$ cat config.mk
export PLATFORM = sky130hd
export DESIGN_NAME = single_wire_panel_session_engine
export DESIGN_NICKNAME = d
export VERILOG_FILES = /design/src/hdl/swpse_pkg.sv /design/src/hdl/swpse_link.sv /design/src/hdl/single_wire_panel_session_engine.sv
export VERILOG_INCLUDE_DIRS = /design/src /design/src/hdl
export SDC_FILE = /design/constraint.sdc
export NUM_CORES = 1
export LEC_CHECK = 0
export BUFFER_PORTS_ARGS = -buffer_cell sky130_fd_sc_hd__buf_2
export CAP_MARGIN = 25
export CORE_ASPECT_RATIO = 0.6
export CORE_MARGIN = 5
export CORE_UTILIZATION = 46
export DETAILED_ROUTE_END_ITERATION = 10
export PLACE_DENSITY = 0.69
export SLEW_MARGIN = 20
export SYNTH_ARGS = -nofsm -noshare
export SYNTH_HDL_FRONTEND = slang
export SYNTH_HIERARCHICAL = 1
export SYNTH_SLANG_ARGS = --single-unit
$ cat constraint.sdc
create_clock -name clk -period 6 [get_ports clk]
set_input_delay 0.3 -clock clk [delete_from_list [all_inputs] [get_ports clk]]
set_output_delay 0.3 -clock clk [all_outputs]
set_load 0.005 [all_outputs]
$ cat src/hdl/single_wire_panel_session_engine_assert.svh
// Assertion macros shared by the panel link RTL.
`ifndef SINGLE_WIRE_PANEL_SESSION_ENGINE_ASSERT_SVH
`define SINGLE_WIRE_PANEL_SESSION_ENGINE_ASSERT_SVH

// The consequent must hold in the same cycle as the antecedent.
`define SWPSE_ASSERT_IMP(label, clk, rst, ante, cons, msg) \
  label: assert property (@(posedge clk) disable iff (rst) (ante) |-> (cons)) \
    else $error(msg);

// The consequent must hold in the cycle after the antecedent.
`define SWPSE_ASSERT_NXT(label, clk, rst, ante, cons, msg) \
  label: assert property (@(posedge clk) disable iff (rst) (ante) |=> (cons)) \
    else $error(msg);

`endif

$ cat src/hdl/swpse_pkg.sv
package swpse_pkg;

  typedef enum logic [2:0] {
    PH_IDLE     = 3'd0,
    PH_START    = 3'd1,
    PH_REQUEST  = 3'd2,
    PH_WAITING  = 3'd3,
    PH_RESPONSE = 3'd4,
    PH_STOPPED  = 3'd5
  } phase_t;

  typedef enum logic [1:0] {
    REG_BIT_PERIOD    = 2'd0,
    REG_POLL_PERIOD   = 2'd1,
    REG_TOUCH_CAPABLE = 2'd2
  } reg_index_t;

  typedef enum logic [2:0] {
    KIND_INFO   = 3'd0,
    KIND_BLINIT = 3'd1,
    KIND_BRIGHT = 3'd2,
    KIND_KEY    = 3'd3,
    KIND_TOUCH  = 3'd4
  } kind_t;

  localparam logic [7:0]  RQ_KEY     = 8'h30;
  localparam logic [7:0]  RQ_TOUCH   = 8'h40;
  localparam logic [7:0]  RQ_INFO    = 8'h60;
  localparam logic [7:0]  RQ_BLINIT  = 8'h7F;
  localparam logic [7:0]  CRC_INIT   = 8'hAC;
  localparam logic [7:0]  CRC_POLY   = 8'h07;
  localparam logic [7:0]  NO_TYPE    = 8'd255;
  localparam logic [7:0]  KEY_TYPE   = 8'd24;
  localparam logic [11:0] COORD_NONE = 12'hFFF;
  localparam logic [4:0]  ABSENT_AFTER = 5'd15;
  localparam logic [4:0]  SESSION_MAX  = 5'd31;
  localparam logic [5:0]  REQUEST_BITS  = 6'd16;
  localparam logic [5:0]  RESPONSE_BITS = 6'd32;

  localparam logic [23:0] BIT_PERIOD_RESET  = 24'd947;
  localparam logic [23:0] POLL_PERIOD_RESET = 24'd363636;

  typedef struct packed {
    logic [23:0] bit_period;
    logic [23:0] poll_period;
    logic        touch_capable;
  } cfg_t;

  typedef struct packed {
    logic        line_out;
    logic        line_drive;
    logic        done_valid;
    logic        crc_ok;
    logic [2:0]  request_kind;
    logic [7:0]  data0;
    logic [7:0]  data1;
    logic [7:0]  data2;
    logic [11:0] touch_x;
    logic [11:0] touch_y;
    logic        touch_down;
    logic        panel_absent;
  } result_t;

endpackage

$ cat src/hdl/swpse_link.sv
module swpse_link (
  input  logic                clk,
  input  logic                rst,
  input  logic                step,
  input  logic                line_in,
  input  logic                bl_req_valid,
  input  logic [6:0]          bl_level,
  input  swpse_pkg::cfg_t     cfg,
  output swpse_pkg::result_t  res
);

  `include "single_wire_panel_session_engine_assert.svh"

  swpse_pkg::phase_t phase, phase_next;
  logic [5:0]  bit_count, bit_count_next;
  logic [31:0] shift_data, shift_data_next;
  logic [7:0]  request_byte, request_byte_next;
  logic [23:0] wait_count, wait_count_next;
  logic [7:0]  panel_type, panel_type_next;
  logic        absent_flag, absent_flag_next;
  logic        bl_init_done, bl_init_done_next;
  logic        key_enabled, key_enabled_next;
  logic        touch_enabled, touch_enabled_next;
  logic [7:0]  pending_level, pending_level_next;
  logic [4:0]  session_count, session_count_next;
  logic        wire_level, wire_level_next;
  logic        wire_driven, wire_driven_next;
  logic [7:0]  crc, crc_next;

  logic [5:0]  bc_dec;
  logic [7:0]  pend_eff;
  logic        pick_valid;
  logic        pick_clears;
  logic [7:0]  pick_byte;
  logic [31:0] shift_resp;
  logic [7:0]  crc_bit;
  logic [7:0]  b0, b1, b2;
  logic        ok;
  logic [11:0] tx, ty;
  logic        tdown;
  logic [7:0]  panel_fin;
  logic [4:0]  session_inc;

  function automatic logic [7:0] crc8_byte(input logic [7:0] init, input logic [7:0] data);
    logic [7:0] c;
    c = init ^ data;
    for (int i = 0; i < 8; i++) begin
      c = c[7] ? ({c[6:0], 1'b0} ^ swpse_pkg::CRC_POLY) : {c[6:0], 1'b0};
    end
    return c;
  endfunction

  // A period of zero behaves as a period of one.
  function automatic logic [23:0] reload(input logic [23:0] period);
    return (period == 24'd0) ? 24'd0 : period - 24'd1;
  endfunction

  function automatic logic [2:0] kind_of(input logic [7:0] req);
    logic [2:0] k;
    if (req == swpse_pkg::RQ_INFO) k = swpse_pkg::KIND_INFO;
    else if (req == swpse_pkg::RQ_BLINIT) k = swpse_pkg::KIND_BLINIT;
    else if (req[7]) k = swpse_pkg::KIND_BRIGHT;
    else if (req == swpse_pkg::RQ_KEY) k = swpse_pkg::KIND_KEY;
    else k = swpse_pkg::KIND_TOUCH;
    return k;
  endfunction

  assign bc_dec   = bit_count - 6'd1;
  assign pend_eff = (bl_req_valid && bl_init_done) ? {1'b1, bl_level} : pending_level;

  always_comb begin
    pick_valid  = 1'b1;
    pick_clears = 1'b0;
    pick_byte   = swpse_pkg::RQ_INFO;
    if (panel_type == 8'd0) begin
      pick_byte = swpse_pkg::RQ_INFO;
    end else if (!bl_init_done) begin
      pick_byte = swpse_pkg::RQ_BLINIT;
    end else if (pend_eff != 8'd0) begin
      pick_byte   = pend_eff;
      pick_clears = 1'b1;
    end else if (key_enabled) begin
      pick_byte = swpse_pkg::RQ_KEY;
    end else if (touch_enabled) begin
      pick_byte = swpse_pkg::RQ_TOUCH;
    end else begin
      pick_valid = 1'b0;
    end
  end

  // The response CRC runs one bit per sample, so the check is ready with the last bit.
  assign shift_resp = {shift_data[30:0], line_in};
  assign crc_bit    = {crc[6:0], 1'b0} ^ ((crc[7] ^ line_in) ? swpse_pkg::CRC_POLY : 8'd0);
  assign b0 = shift_resp[31:24];
  assign b1 = shift_resp[23:16];
  assign b2 = shift_resp[15:8];
  assign ok = (crc_bit == 8'd0);
  assign tx = {b0[7:4], b1};
  assign ty = {b0[3:0], b2};
  assign tdown = (tx != swpse_pkg::COORD_NONE) && (ty != swpse_pkg::COORD_NONE);
  assign panel_fin = (ok && request_byte == swpse_pkg::RQ_INFO && b0 != swpse_pkg::NO_TYPE)
                     ? b0 : panel_type;
  assign session_inc = (session_count == swpse_pkg::SESSION_MAX) ? session_count
                       : session_count + 5'd1;

  always_comb begin
    phase_next         = phase;
    bit_count_next     = bit_count;
    shift_data_next    = shift_data;
    request_byte_next  = request_byte;
    wait_count_next    = wait_count;
    panel_type_next    = panel_type;
    absent_flag_next   = absent_flag;
    bl_init_done_next  = bl_init_done;
    key_enabled_next   = key_enabled;
    touch_enabled_next = touch_enabled;
    pending_level_next = pending_level;
    session_count_next = session_count;
    wire_level_next    = wire_level;
    wire_driven_next   = wire_driven;
    crc_next           = crc;
    res                = '0;

    if (step) begin
      pending_level_next = pend_eff;
      if (phase != swpse_pkg::PH_STOPPED) begin
        if (wait_count == 24'd0) begin
          bit_count_next = bc_dec;
          unique case (phase)
            swpse_pkg::PH_IDLE: begin
              if (pick_valid) begin
                if (pick_clears) pending_level_next = 8'd0;
                request_byte_next = pick_byte;
                shift_data_next   = {16'd0, pick_byte, crc8_byte(swpse_pkg::CRC_INIT, pick_byte)};
                wire_level_next   = 1'b0;
                wire_driven_next  = 1'b1;
                bit_count_next    = 6'd1;
                phase_next        = swpse_pkg::PH_START;
                wait_count_next   = reload(cfg.bit_period);
              end else begin
                wait_count_next = reload(cfg.poll_period);
              end
            end
            swpse_pkg::PH_START: begin
              if (bc_dec == 6'd0) begin
                bit_count_next = swpse_pkg::REQUEST_BITS;
                phase_next     = swpse_pkg::PH_REQUEST;
              end
              wait_count_next = reload(cfg.bit_period);
            end
            swpse_pkg::PH_REQUEST: begin
              wire_level_next = shift_data[bc_dec[3:0]];
              if (bc_dec == 6'd0) begin
                bit_count_next = 6'd2;
                phase_next     = swpse_pkg::PH_WAITING;
              end
              wait_count_next = reload(cfg.bit_period);
            end
            swpse_pkg::PH_WAITING: begin
              if (bc_dec == 6'd0) begin
                bit_count_next  = swpse_pkg::RESPONSE_BITS;
                shift_data_next = 32'd0;
                crc_next        = swpse_pkg::CRC_INIT;
                phase_next      = swpse_pkg::PH_RESPONSE;
              end
              // The first of the two wait bits releases the line.
              if (bc_dec == 6'd1) begin
                wire_driven_next = 1'b0;
                wire_level_next  = 1'b1;
              end
              wait_count_next = reload(cfg.bit_period);
            end
            swpse_pkg::PH_RESPONSE: begin
              shift_data_next = shift_resp;
              crc_next        = crc_bit;
              if (bc_dec == 6'd0) begin
                wire_driven_next = 1'b1;
                wire_level_next  = 1'b1;
                phase_next       = swpse_pkg::PH_IDLE;
                res.done_valid   = 1'b1;
                res.crc_ok       = ok;
                res.request_kind = kind_of(request_byte);
                res.data0        = b0;
                res.data1        = b1;
                res.data2        = b2;
                if (ok) begin
                  if (request_byte == swpse_pkg::RQ_INFO) begin
                    if (b0 != swpse_pkg::NO_TYPE) begin
                      panel_type_next = b0;
                      if (b0 == swpse_pkg::KEY_TYPE) key_enabled_next = 1'b1;
                      if (cfg.touch_capable) touch_enabled_next = 1'b1;
                    end
                  end else if (request_byte == swpse_pkg::RQ_BLINIT) begin
                    bl_init_done_next = 1'b1;
                  end else if (request_byte == swpse_pkg::RQ_TOUCH) begin
                    res.touch_x    = tx;
                    res.touch_y    = ty;
                    res.touch_down = tdown;
                  end
                end
                session_count_next = session_inc;
                if (panel_fin == 8'd0 && session_inc > swpse_pkg::ABSENT_AFTER) begin
                  absent_flag_next = 1'b1;
                  phase_next       = swpse_pkg::PH_STOPPED;
                end else begin
                  wait_count_next = reload(cfg.poll_period);
                end
              end else begin
                wait_count_next = reload(cfg.bit_period);
              end
            end
            swpse_pkg::PH_STOPPED: begin
            end
            default: begin
            end
          endcase
        end else begin
          wait_count_next = wait_count - 24'd1;
        end
      end
    end

    res.line_out     = wire_level_next;
    res.line_drive   = wire_driven_next;
    res.panel_absent = absent_flag_next;
  end

  always_ff @(posedge clk) begin
    if (rst) begin
      phase         <= swpse_pkg::PH_IDLE;
      bit_count     <= 6'd0;
      shift_data    <= 32'd0;
      request_byte  <= 8'd0;
      wait_count    <= 24'd0;
      panel_type    <= 8'd0;
      absent_flag   <= 1'b0;
      bl_init_done  <= 1'b0;
      key_enabled   <= 1'b0;
      touch_enabled <= 1'b0;
      pending_level <= 8'd0;
      session_count <= 5'd0;
      wire_level    <= 1'b1;
      wire_driven   <= 1'b1;
      crc           <= 8'd0;
    end else begin
      phase         <= phase_next;
      bit_count     <= bit_count_next;
      shift_data    <= shift_data_next;
      request_byte  <= request_byte_next;
      wait_count    <= wait_count_next;
      panel_type    <= panel_type_next;
      absent_flag   <= absent_flag_next;
      bl_init_done  <= bl_init_done_next;
      key_enabled   <= key_enabled_next;
      touch_enabled <= touch_enabled_next;
      pending_level <= pending_level_next;
      session_count <= session_count_next;
      wire_level    <= wire_level_next;
      wire_driven   <= wire_driven_next;
      crc           <= crc_next;
    end
  end

  `SWPSE_ASSERT_IMP(a_stop_absent, clk, rst, phase == swpse_pkg::PH_STOPPED, absent_flag, "stopped without absent flag")
  `SWPSE_ASSERT_NXT(a_absent_sticky, clk, rst, absent_flag, absent_flag, "absent flag cleared")
  `SWPSE_ASSERT_IMP(a_resp_released, clk, rst, phase == swpse_pkg::PH_RESPONSE, !wire_driven, "line driven during response")

endmodule

$ cat src/hdl/single_wire_panel_session_engine.sv
// Latency: the result of a timer tick is offered in the cycle after its transfer.
// Throughput: one tick per cycle unless stalled; a tick enters in the cycle the last result transfers.
// The output register stalls the input only when it holds a result that is stalled.
// Reset (rst, synchronous, active high) clears the link to idle with the wire driven high
// and loads the registers with bit period 947, poll period 363636 and touch enabled.
module single_wire_panel_session_engine (
  input  logic        clk,
  input  logic        rst,
  input  logic        cfg_write,
  input  logic [1:0]  cfg_index,
  input  logic [23:0] cfg_data,
  input  logic        in_valid,
  output logic        in_stall,
  input  logic        line_in,
  input  logic        bl_req_valid,
  input  logic [6:0]  bl_level,
  output logic        out_valid,
  input  logic        out_stall,
  output logic        line_out,
  output logic        line_drive,
  output logic        done_valid,
  output logic        crc_ok,
  output logic [2:0]  request_kind,
  output logic [7:0]  data0,
  output logic [7:0]  data1,
  output logic [7:0]  data2,
  output logic [11:0] touch_x,
  output logic [11:0] touch_y,
  output logic        touch_down,
  output logic        panel_absent
);

  `include "single_wire_panel_session_engine_assert.svh"

  swpse_pkg::cfg_t    cfg;
  swpse_pkg::result_t res_comb;
  swpse_pkg::result_t res_q;
  logic               accept;

  assign in_stall = out_valid && out_stall;
  assign accept   = in_valid && !in_stall;

  always_ff @(posedge clk) begin
    if (rst) begin
      cfg.bit_period    <= swpse_pkg::BIT_PERIOD_RESET;
      cfg.poll_period   <= swpse_pkg::POLL_PERIOD_RESET;
      cfg.touch_capable <= 1'b1;
    end else if (cfg_write) begin
      unique case (cfg_index)
        swpse_pkg::REG_BIT_PERIOD:    cfg.bit_period    <= cfg_data;
        swpse_pkg::REG_POLL_PERIOD:   cfg.poll_period   <= cfg_data;
        swpse_pkg::REG_TOUCH_CAPABLE: cfg.touch_capable <= cfg_data[0];
        default: begin
        end
      endcase
    end
  end

  swpse_link u_link (
    .clk          (clk),
    .rst          (rst),
    .step         (accept),
    .line_in      (line_in),
    .bl_req_valid (bl_req_valid),
    .bl_level     (bl_level),
    .cfg          (cfg),
    .res          (res_comb)
  );

  always_ff @(posedge clk) begin
    if (rst) begin
      out_valid <= 1'b0;
    end else if (accept) begin
      out_valid <= 1'b1;
    end else if (!out_stall) begin
      out_valid <= 1'b0;
    end
  end

  always_ff @(posedge clk) begin
    if (accept) begin
      res_q <= res_comb;
    end
  end

  assign line_out     = res_q.line_out;
  assign line_drive   = res_q.line_drive;
  assign done_valid   = res_q.done_valid;
  assign crc_ok       = res_q.crc_ok;
  assign request_kind = res_q.request_kind;
  assign data0        = res_q.data0;
  assign data1        = res_q.data1;
  assign data2        = res_q.data2;
  assign touch_x      = res_q.touch_x;
  assign touch_y      = res_q.touch_y;
  assign touch_down   = res_q.touch_down;
  assign panel_absent = res_q.panel_absent;

  `SWPSE_ASSERT_NXT(a_accept_fills, clk, rst, accept, out_valid, "transfer not registered")
  `SWPSE_ASSERT_NXT(a_absent_held, clk, rst, out_valid && panel_absent, panel_absent, "absent lost")
  `SWPSE_ASSERT_IMP(a_touch_needs_crc, clk, rst, out_valid && !crc_ok, !touch_down, "bad CRC touch")

endmodule

# Word level (Yosys, flattened, before mapping)
# Cells that the tools add are included.
# W data, S select, Z words.
[totals] out_inout_bits=59 wordCells=212 ff_bits=214
[op_classes] bitwise_logic=18 n_addsub=5 n_reduce_logical=42 order_cmp=2 eq_ne=25 mux=87
[ops] cell="$mux W24" count=6
[ops] cell="$mux W25" count=4
[ops] cell="$mux W8" count=12
[ops] cell="$pmux W31 S3" count=1
[ops] cell="$logic_not A24 Y1" count=3
[ops] cell="$pmux W24 S3" count=1
[ops] cell="$sub A24 B1 Y24 const B" count=3
[ops] cell="$mux W31" count=2
[ops] cell="$mux W3" count=19
[ops] cell="$mux W54" count=1
[ops] cell="$mux W6" count=5
[ops] cell="$mux W1" count=29
[ops] cell="$reduce_and A9 Y1" count=3
[ops] cell="$eq A8 B7 Y1 const B" count=3
[ops] cell="$logic_not A8 Y1" count=3
[ops] cell="$ne A12 B12 Y1 const B" count=2
[ops] cell="$not A3 Y3" count=8
[ops] cell="$pmux W6 S4" count=1
[ops] cell="$pmux W8 S2" count=1
[ops] cell="$reduce_and A8 Y1" count=2
[ops] cell="$pmux W3 S5" count=1
[ops] cell="$reduce_and A5 Y1" count=3
[ops] cell="$ne A2 B1 Y1 const B" count=6
[ops] cell="$eq A8 B5 Y1 const B" count=1
[ops] cell="other kinds (41)" count=59

# Logic depth before layout (Yosys ltp)
# Gate-level depths: netlist of run 1.
[logic_depth] depth_word=24 ltp_mapped=12 depth_no_buf=9

# Cells and area by module
# The synthesis of run 1 kept the hierarchy.
[by_module_without_submodules] module="swpse_link" cells_each=1011 area_each_um2=7747.4 seq_area_each_um2=2142.1 instances=1
[by_module_without_submodules] module="single_wire_panel_session_engine" cells_each=265 area_each_um2=3806.2 seq_area_each_um2=2712.6 instances=1

# Least setup slack after synthesis of run 1
# OpenSTA, ideal clock, no wires.
[synth_timing] path_kind="reg-to-reg" from="register, netlist name out_valid" to="register res_q (netlist bit touch_down) (data pin)" setup_time_ns=0.132 synth_period_minus_slack_ns=5.287 path_stages_with_launch=9 n_path_buf=1 t_arrival_ns=5.155 path_slack_ns=0.713 cell_sequence="dfxtp_1 and2_1 nor2b_1 inv_1 nor4_4 nand3_2 nor4_4 buf_2 o311a_1"
[synth_rtl] item="end signal: assignment" line="single_wire_panel_session_engine.sv:82" rtl="res_q <= res_comb;"
[synth_rtl] item="end: declaration" line="single_wire_panel_session_engine.sv:37" rtl="swpse_pkg::result_t res_q;"

# Worst setup path after layout of run 1
[layout_timing] from="register u_link.phase[2]" to="register u_link.wait_count[19]"
[layout_via] elab_chain_cells=4 word_cells_on_any_way=12
[layout_rtl] item="start: declaration" line="swpse_link.sv:14" rtl="swpse_pkg::phase_t phase, phase_next;"
[layout_rtl] item="start signal: assignment" line="swpse_link.sv:230" rtl="phase <= swpse_pkg::PH_IDLE;"
[layout_rtl] item="start signal: assignment" line="swpse_link.sv:246" rtl="phase <= phase_next;"
[layout_rtl] item="$eq A3 B1 Y1 or $eq A3 B2 Y1 (tied branches)" line="swpse_link.sv:129" rtl="unique case (phase)"
[layout_rtl] item="$reduce_or A3 Y1 (no source line)"
[layout_rtl] item="$ne A4 B4 Y1 (no source line) or $pmux W24 S3 (tied branches)"
[layout_rtl] item="$reduce_and A4 Y1 (no source line) or $mux W24 (tied branches)"
[layout_rtl] item="end signal: assignment" line="swpse_link.sv:250" rtl="wait_count <= wait_count_next;"
[layout_rtl] item="end: declaration" line="swpse_link.sv:18" rtl="logic [23:0] wait_count, wait_count_next;"
# Parallel ways exist; a longest one is shown, timed or not.
# A chain may end at the register's enable or synchronous reset.

==> results of run 1 <==
flip-flops by register name, indices dropped and copies added (netlist names), 3 cells and up:
| name | count |
|---|---|
| u_link/crc | 8 |
| u_link/wait_count | 24 |
| u_link/request_byte | 8 |
| request_kind | 3 |
| u_link/bit_count | 6 |
| data0 | 8 |
| touch_x | 12 |
| cfg | 49 |
| touch_y | 12 |
| u_link/phase | 3 |
| u_link/session_count | 5 |
| u_link/shift_data | 31 |
| data1 | 8 |
| u_link/panel_type | 8 |
| data2 | 8 |
| u_link/pending_level | 8 |
layout by cell type, fill, tap and decap left out, types with 7 or more instances in the layout:
master,count
sky130_fd_sc_hd__dfxtp_1,157
sky130_fd_sc_hd__nor2_1,138
sky130_fd_sc_hd__nand2_1,114
sky130_fd_sc_hd__buf_2,97
sky130_fd_sc_hd__a21oi_1,77
sky130_fd_sc_hd__mux2i_1,70
sky130_fd_sc_hd__nand2b_1,60
sky130_fd_sc_hd__edfxtp_1,57
sky130_fd_sc_hd__and2_1,55
sky130_fd_sc_hd__nand3_1,43
sky130_fd_sc_hd__nor3_1,43
sky130_fd_sc_hd__xnor2_1,35
sky130_fd_sc_hd__o21ai_0,35
sky130_fd_sc_hd__clkbuf_16,23
sky130_fd_sc_hd__nand4_1,23
sky130_fd_sc_hd__inv_1,22
sky130_fd_sc_hd__xor2_1,22
sky130_fd_sc_hd__nor4_1,20
sky130_fd_sc_hd__a211oi_1,15
sky130_fd_sc_hd__a22oi_1,15
sky130_fd_sc_hd__or3_1,14
sky130_fd_sc_hd__a31oi_1,14
sky130_fd_sc_hd__buf_4,12
sky130_fd_sc_hd__or4_1,11
sky130_fd_sc_hd__ha_1,10
sky130_fd_sc_hd__o21a_1,9
sky130_fd_sc_hd__nor4_2,8
sky130_fd_sc_hd__o22ai_1,8
sky130_fd_sc_hd__nand3b_1,7
cell families (layout without fill, tap and decap cells):
group	after synthesis	in the layout	synth area share
AO/OA/AOI/OAI	231	231	0.132
XOR/XNOR	58	58	0.0452
adder cells (fa/ha/maj)	10	10	0.0108
buffers and inverters	89	174	0.0356
flip-flops	214	214	0.420
multiplexers	75	75	0.0694
AND/OR/NAND/NOR	599	599	0.287
metrics by stage:
stage / util / instance area, sq um / setup slack (ns)
floorplan: - / 11600 / 0.713
global placement: 0.500 / 12200 / 2.66
detailed placement: 0.500 / 12200 / 2.73
CTS: 0.529 / 12900 / 2.65
global route: 0.530 / 13000 / 2.36
finish: 0.530 / 13000 / 2.50
power by group through the flow:
stage	combinational, mW	clock, mW	sequential (mW)
floorplan	1.01	0	1.78
global placement	1.25	0	1.83
detailed placement	1.27	0	1.83
CTS	1.27	1.39	1.80
global route	1.43	1.46	1.83
finish	1.31	1.37	1.81
cells in the mapped netlist, drive strengths merged, types with 4 or more instances:
cell type	number	area, sq um
o22ai	9	62.6
nor3b	8	71.3
nor4	31	283
mux4	4	90.1
nor3	52	324
o21a	9	67.6
or3	14	87.6
xnor2	35	307
nand2	115	434
nand4	25	178
mux2i	70	701
o221ai	6	52.6
o31ai	5	37.5
nor2	142	553
a21oi	77	385
a22oi	15	113
and3	6	37.5
o211ai	4	35.0
o21ai	38	194
o2111ai	4	35.0
inv	23	86.3
or2	4	25.0
or4	14	116
buf	26	170
ha	10	125
a31oi	14	87.6
xor2	22	193
nand3b	7	52.6
edfxtp	57	1710
dfxtp	157	3140
nand3	46	253
and2	56	350
clkbuf	40	155
a211oi	16	125
nand2b	60	375
worst paths after layout:
path                                        startpoint                      to  slack [ns]  depth (start not counted)
worst max-delay path                   u_link/phase[2]   u_link/wait_count[19]        2.50                          8
worst min-delay path                          in_valid               out_valid        0.03                          3
worst min register to register  u_link/request_byte[3]  u_link/request_byte[3]        0.48                          2
worst max register to register         u_link/phase[2]   u_link/wait_count[19]        2.50                          8
routing by layer:
layer,up-vias,global-route usage,part of all wire
li1,4759,-,-
met1,4705,0.367,0.51
met2,502,0.273,0.37
met3,39,0.0493,0.11
met4,0,0.0332,0.013
met5,-,0,0
cell type report:
type | instances | area share
clock buffers | 29 | 0.0462
repair buffers | 111 | 0.0459
well taps | 322 | 0.0311
inverters | 23 | 0.00667
clock inverters | 11 | 0.00840
flip-flops and latches | 214 | 0.375
multi-input cells | 973 | 0.487
worst reg2reg max path, stage by stage (launching register included):
cell,delay (ns)
sky130_fd_sc_hd__dfxtp_1,0.76
sky130_fd_sc_hd__nor3b_4,0.29
sky130_fd_sc_hd__buf_4,0.44
sky130_fd_sc_hd__o21ai_0,0.24
sky130_fd_sc_hd__nor4_1,0.51
sky130_fd_sc_hd__o211ai_2,0.25
sky130_fd_sc_hd__and2_1,0.46
sky130_fd_sc_hd__nand2_1,0.31
sky130_fd_sc_hd__o21ai_0,0.13
==> impl_metrics.prom, run 1 <==
# TYPE chip_impl_metric gauge
chip_impl_metric{name="setup-tns-final",unit="ns"} 0
chip_impl_metric{name="dpl.hpwl",unit="mm"} 23.4
chip_impl_metric{name="io_buffer_count",unit=""} 98
chip_impl_metric{name="drv_cap",unit=""} 0
chip_impl_metric{name="die_width",unit="um"} 215
chip_impl_metric{name="maxClockFrequency",unit="GHz"} 0.286
chip_impl_metric{name="power_leakage",unit="nW"} 4.77
chip_impl_info{name="critical_path.top_delay_family",value="simple AND/OR/NAND/NOR gates"} 1
chip_impl_metric{name="worst_ir_drop_vdd",unit="V"} 0.000188
chip_impl_metric{name="area_growth",unit="%"} 12.1
chip_impl_metric{name="global_route_wire_length_before_repair",unit="mm"} 50.9
chip_impl_metric{name="postCtsSetupBuffers",unit=""} 0
chip_impl_metric{name="clock_power_share",unit=""} 0.304
chip_impl_info{name="ctsRootBufferMaster",value="sky130_fd_sc_hd__clkbuf_16"} 1
chip_impl_info{name="critical_path.startpoint_type",value="flop"} 1
chip_impl_info{name="synth_flop_cell",value="sky130_fd_sc_hd__dfxtp_1"} 1
chip_impl_metric{name="yosysUniqueCellTypes",unit=""} 93
chip_impl_metric{name="first_global_vias",unit=""} 9044
chip_impl_metric{name="slew_viol_final",unit=""} 0
chip_impl_metric{name="filler_cell_count",unit=""} 2279
chip_impl_metric{name="gr-total-overflow",unit=""} 0
chip_impl_metric{name="grt_max_degree",unit=""} 96
chip_impl_metric{name="powerDensity",unit="nW/um^2"} 347
chip_impl_metric{name="std_cell_rows",unit=""} 44
chip_impl_metric{name="worst-path-max-fanout",unit=""} 41
chip_impl_info{name="cts_tree",value="built"} 1
chip_impl_metric{name="final_antenna_net_count",unit=""} 0
chip_impl_metric{name="cts-htree-levels",unit=""} 1
chip_impl_metric{name="sw_frac_of_total",unit=""} 0.358
chip_impl_info{name="worst_path_most_repeated_cell",value="sky130_fd_sc_hd__o21ai_0"} 1
chip_impl_metric{name="stdcell_count",unit=""} 1683
chip_impl_metric{name="switchingPower",unit="mW"} 1.61
chip_impl_metric{name="worst_skew_pair.late_latency",unit="ns"} 0.51
chip_impl_metric{name="vias_per_cell",unit=""} 5.94
chip_impl_info{name="timing.critical_path.to_type",value="flop"} 1
chip_impl_metric{name="tritoncts_num_sinks",unit=""} 214
chip_impl_metric{name="clk_transition_reported_paths",unit="ns"} 0.06
chip_impl_metric{name="timing.critical_path.arrival",unit="ns"} 3.89
chip_impl_metric{name="gr-usage-all-layers",unit=""} 0.216
chip_impl_metric{name="drt-total-wl",unit="mm"} 32.1
chip_impl_metric{name="drt_iter0_drc",unit=""} 1327
chip_impl_metric{name="layout-drive-gt1-share",unit=""} 0.148
chip_impl_info{name="outcome",value="finished clean"} 1
chip_impl_metric{name="synthesis.nets",unit=""} 1326
chip_impl_metric{name="detailedRoute.firstPassIterationCount",unit=""} 6
chip_impl_metric{name="tritoncts.num_buffers",unit=""} 22
chip_impl_metric{name="placed_cells_incl_taps",unit=""} 1641
chip_impl_metric{name="finalHoldWorstSlack",unit="ns"} 0.0342
chip_impl_metric{name="multi_input_area",unit="sq um"} 6310
chip_impl_metric{name="initial_utilization",unit=""} 0.473
chip_impl_metric{name="finalCritPeriodShare",unit=""} 0.584
chip_impl_info{name="critPathKind",value="flop to flop"} 1
chip_impl_metric{name="synth-warning-count",unit=""} 6
chip_impl_metric{name="gp_congestion",unit=""} 0.934
chip_impl_info{name="crit_chain",value="nor3b_4 -> buf_4 -> o21ai_0 -> nor4_1 -> o211ai_2 -> and2_1 -> nand2_1 -> o21ai_0"} 1
chip_impl_metric{name="relSlewSlack",unit=""} 0.328
chip_impl_metric{name="via_count",unit=""} 10000
chip_impl_metric{name="final-setup-viol-count",unit=""} 0
chip_impl_metric{name="ctsResizeCount",unit=""} 0
chip_impl_info{name="critical-path-slowest-cell",value="sky130_fd_sc_hd__dfxtp_1"} 1
chip_impl_metric{name="netlist_instances",unit=""} 1276
chip_impl_metric{name="synth_area",unit="sq um"} 11600
chip_impl_metric{name="slowest_delay",unit="ns"} 0.76
chip_impl_metric{name="worstPathRequired",unit="ns"} 6.38
chip_impl_metric{name="drt_drc_violations_left",unit=""} 0
chip_impl_metric{name="antenna_found_initial",unit=""} 0
chip_impl_metric{name="ios",unit=""} 99
chip_impl_metric{name="postCtsHoldBufs",unit=""} 0
chip_impl_metric{name="final_nets",unit=""} 1395
chip_impl_metric{name="postSynthRegisterBits",unit=""} 214
chip_impl_metric{name="seq_power_share",unit=""} 0.403
chip_impl_metric{name="antenna-diode-count",unit=""} 0
chip_impl_info{name="grt_setup_unrepaired",value="false"} 1
chip_impl_metric{name="synth-async-reset-ratio",unit=""} 0
chip_impl_metric{name="synth-edff-count",unit=""} 57
chip_impl_metric{name="power_report.internal_total",unit="mW"} 2.88
chip_impl_metric{name="synth_sequential_area_ratio",unit=""} 0.420
chip_impl_metric{name="die_area",unit="sq um"} 28500
chip_impl_metric{name="die_h",unit="um"} 133
chip_impl_metric{name="combined_flip_flop_and_latch_cell_area",unit="sq um"} 4850
chip_impl_info{name="timing.hold.worst.class",value="input port to flop"} 1
chip_impl_metric{name="pwr-share-comb",unit=""} 0.292
chip_impl_metric{name="clock_tree.buffer_depth",unit=""} 3
chip_impl_metric{name="core_area",unit="sq um"} 24400
chip_impl_metric{name="syn_avg_cell_area",unit="sq um"} 9.05
chip_impl_metric{name="final.setup_skew",unit="ns"} 0.0133
chip_impl_metric{name="min_period",unit="ns"} 3.50
chip_impl_metric{name="final_hold_viol_count",unit=""} 0
chip_impl_metric{name="transition_at_the_pin_with_the_smallest_max_transition_slack",unit="ns"} 1.01
chip_impl_metric{name="p_total",unit="mW"} 4.49
chip_impl_metric{name="path_buf_inv",unit=""} 1
chip_impl_metric{name="wire_per_inst",unit="um"} 19.1
No activity file was read; power rests on OpenSTA's default activity.
==> run 2: changes to the inputs <==
==> constraint.sdc (replaced) <==
create_clock -name clk -period 3.3 [get_ports clk]
set_input_delay 0.165 -clock clk [delete_from_list [all_inputs] [get_ports clk]]
set_output_delay 0.165 -clock clk [all_outputs]
set_load 0.005 [all_outputs]
==> impl_metrics.prom, run 2 (synthesized netlist as in run 1, its figures left out) <==
# TYPE chip_impl_metric gauge
chip_impl_metric{name="io_buffer_count",unit=""} 98
chip_impl_metric{name="dpl.hpwl",unit="mm"} 24.4
chip_impl_metric{name="antenna_found_initial",unit=""} 0
chip_impl_metric{name="worst_skew_pair.late_latency",unit="ns"} 0.51
chip_impl_metric{name="final_antenna_net_count",unit=""} 0
chip_impl_metric{name="wire_per_inst",unit="um"} 19.2
chip_impl_metric{name="hold-path-cell-count",unit=""} 3
chip_impl_metric{name="die_area",unit="sq um"} 28500
chip_impl_info{name="outcome",value="finished clean"} 1
chip_impl_metric{name="slowest_delay",unit="ns"} 0.54
chip_impl_info{name="ctsRootBufferMaster",value="sky130_fd_sc_hd__clkbuf_16"} 1
chip_impl_metric{name="clock_tree.buffer_depth",unit=""} 3
chip_impl_info{name="rr_startpoint",value="u_link/wait_count[1]"} 1
chip_impl_metric{name="tritoncts.num_buffers",unit=""} 22
chip_impl_metric{name="tritoncts_num_sinks",unit=""} 214
chip_impl_metric{name="clk_transition_reported_paths",unit="ns"} 0.06
chip_impl_info{name="most_flop_heavy_register",value="cfg"} 1
chip_impl_metric{name="relSlewSlack",unit=""} 0.352
chip_impl_metric{name="global_route_wire_length_before_repair",unit="mm"} 53.3
chip_impl_metric{name="min_period",unit="ns"} 3.17
chip_impl_metric{name="postCtsHoldBufs",unit=""} 33
chip_impl_metric{name="std_cell_rows",unit=""} 44
chip_impl_metric{name="cts-htree-levels",unit=""} 1
chip_impl_metric{name="filler_cell_count",unit=""} 2247
chip_impl_metric{name="vias_per_cell",unit=""} 5.86
chip_impl_info{name="critical-path-slowest-cell",value="sky130_fd_sc_hd__or4b_4"} 1
chip_impl_metric{name="area_growth",unit="%"} 16.9
chip_impl_metric{name="finalCritPeriodShare",unit=""} 0.962
chip_impl_metric{name="design_area",unit="sq um"} 13500
chip_impl_metric{name="gr-total-overflow",unit=""} 0
chip_impl_info{name="rr_endpoint",value="line_out"} 1
chip_impl_metric{name="drv_cap",unit=""} 0
chip_impl_metric{name="preCtsSetupSlack",unit="ns"} 0.332
chip_impl_metric{name="powerDensity",unit="nW/um^2"} 615
chip_impl_metric{name="placed_instance_area",unit="sq um"} 12500
chip_impl_metric{name="drt-total-wl",unit="mm"} 33.4
chip_impl_metric{name="die_width",unit="um"} 215
chip_impl_metric{name="antenna-diode-count",unit=""} 0
chip_impl_metric{name="power_leakage",unit="nW"} 5.05
chip_impl_metric{name="worstPathRequired",unit="ns"} 3.56
chip_impl_info{name="timing.hold.worst.class",value="input port to flop"} 1
chip_impl_info{name="final_cell_mix",value="157 x sky130_fd_sc_hd__dfxtp_1, 138 x sky130_fd_sc_hd__nor2_1, 114 x sky130_fd_sc_hd__nand2_1"} 1
chip_impl_metric{name="ios",unit=""} 99
chip_impl_info{name="critPathKind",value="flop to flop"} 1
chip_impl_metric{name="final_nets",unit=""} 1456
chip_impl_metric{name="worst-path-max-fanout",unit=""} 6
chip_impl_metric{name="largest_register_ff_count",unit=""} 49
chip_impl_info{name="crit_chain",value="inv_1 -> ha_1 -> or4b_4 -> nor3_4 -> nand4_2 -> a2111oi_0 -> buf_4 -> o21ai_0 -> a21o_1"} 1
chip_impl_metric{name="die_h",unit="um"} 133
chip_impl_metric{name="reg2reg_slack",unit="ns"} 0.13
chip_impl_info{name="most_common_library_cell_in_the_layout_ignoring_fill_and_taps",value="sky130_fd_sc_hd__dfxtp_1"} 1
chip_impl_metric{name="ctsResizeCount",unit=""} 0
chip_impl_info{name="critical_path.startpoint_type",value="flop"} 1
chip_impl_metric{name="path_depth_of_the_worst_reg2reg_path",unit=""} 9
chip_impl_metric{name="final_critical_path_setup_slack",unit="ns"} 0.126
chip_impl_metric{name="timing.critical_path.arrival",unit="ns"} 3.44
chip_impl_metric{name="multi_input_area",unit="sq um"} 6310
chip_impl_metric{name="first_global_vias",unit=""} 9370
chip_impl_metric{name="setup-tns-final",unit="ns"} 0
chip_impl_metric{name="detailedRoute.firstPassIterationCount",unit=""} 5
chip_impl_metric{name="core_area",unit="sq um"} 24400
chip_impl_metric{name="final-setup-viol-count",unit=""} 0
chip_impl_metric{name="drt_iter0_drc",unit=""} 1297
chip_impl_metric{name="slew_viol_final",unit=""} 0
chip_impl_info{name="hp-start",value="cfg_write"} 1
chip_impl_metric{name="gp_congestion",unit=""} 0.959
chip_impl_metric{name="worst_ir_drop_vdd",unit="V"} 0.000544
chip_impl_metric{name="gr-usage-all-layers",unit=""} 0.227
chip_impl_info{name="timing.critical_path.to_type",value="flop"} 1
chip_impl_metric{name="layout-drive-gt1-share",unit=""} 0.163
chip_impl_metric{name="final_hold_viol_count",unit=""} 0
chip_impl_metric{name="final.setup_skew",unit="ns"} 0.0130
chip_impl_metric{name="drt_drc_violations_left",unit=""} 0
chip_impl_metric{name="initial_utilization",unit=""} 0.473
chip_impl_metric{name="postCtsSetupBuffers",unit=""} 0
chip_impl_info{name="cts_tree",value="built"} 1
chip_impl_metric{name="maxClockFrequency",unit="GHz"} 0.315
chip_impl_metric{name="transition_at_the_pin_with_the_smallest_max_transition_slack",unit="ns"} 0.960
chip_impl_info{name="grt_setup_unrepaired",value="false"} 1
chip_impl_metric{name="via_count",unit=""} 10200
chip_impl_metric{name="combined_flip_flop_and_latch_cell_area",unit="sq um"} 4850
chip_impl_metric{name="placed_cells_incl_taps",unit=""} 1671
chip_impl_info{name="timing.hold.worst_endpoint",value="cfg[0]"} 1
chip_impl_info{name="reg.largest.list",value="cfg (49), u_link/shift_data (31), u_link/wait_count (24)"} 1
chip_impl_metric{name="grt_max_degree",unit=""} 185
chip_impl_metric{name="stdcell_count",unit=""} 1744
run 2: worst max-delay path by stage:
| stage | start | slack, ns | to |
|---|---|---|---|
| after floorplan | out_valid | 0.11 | touch_down |
| after global placement | u_link/wait_count[1] | 0.29 | line_out |
| after detailed placement | u_link/bit_count[0] | 0.33 | u_link/shift_data[7] |
| after CTS | u_link/bit_count[0] | 0.29 | u_link/wait_count[12] |
| after global routing | u_link/bit_count[0] | 0.005 | u_link/shift_data[7] |
| final | u_link/wait_count[1] | 0.13 | line_out |
run 2: final cells by class:
class / instances / share of cell area
clock buffer: 24 / 0.0429
clock inverter: 16 / 0.00982
inverter: 23 / 0.00639
multi-input combinational: 973 / 0.467
sequential: 214 / 0.359
tap: 322 / 0.0298
timing repair buffer: 172 / 0.0847
run 2: stage by stage:
| stage | util | power, mW | hold slack [ns] |
|---|---|---|---|
| 6_report | 0.553 | 8.30 | 0.0540 |
| 5_1_grt | 0.553 | 8.73 | 0.0438 |
| 4_1_cts | 0.553 | 8.26 | 0.0306 |
| 3_5_place_dp | 0.510 | 5.75 | 0.409 |
| 3_3_place_gp | 0.510 | 5.73 | 0.387 |
| 2_1_floorplan | - | 5.06 | 0.282 |
run 2: layer usage:
layer,up-vias,track usage,wire [um]
met5,-,0,0
met4,0,0.0425,560
met3,52,0.0703,3930
met2,481,0.278,11900
met1,4809,0.376,17000
li1,4886,-,-
run 2: worst max-delay path, delay by kind of cell, from the launching register on:
family | cells | cell delay (ns)
AND/OR/NAND/NOR | 3 | 1.08
AO/OA/AOI/OAI | 3 | 0.98
flip-flops | 1 | 0.34
buffers and inverters | 2 | 0.30
adder cells (fa/ha/maj) | 1 | 0.23
run 2: power breakdown:
group	switching, mW	internal (mW)
Clock	1.05	1.42
Sequential	0.346	2.95
Combinational	1.59	0.942
Total	2.98	5.32
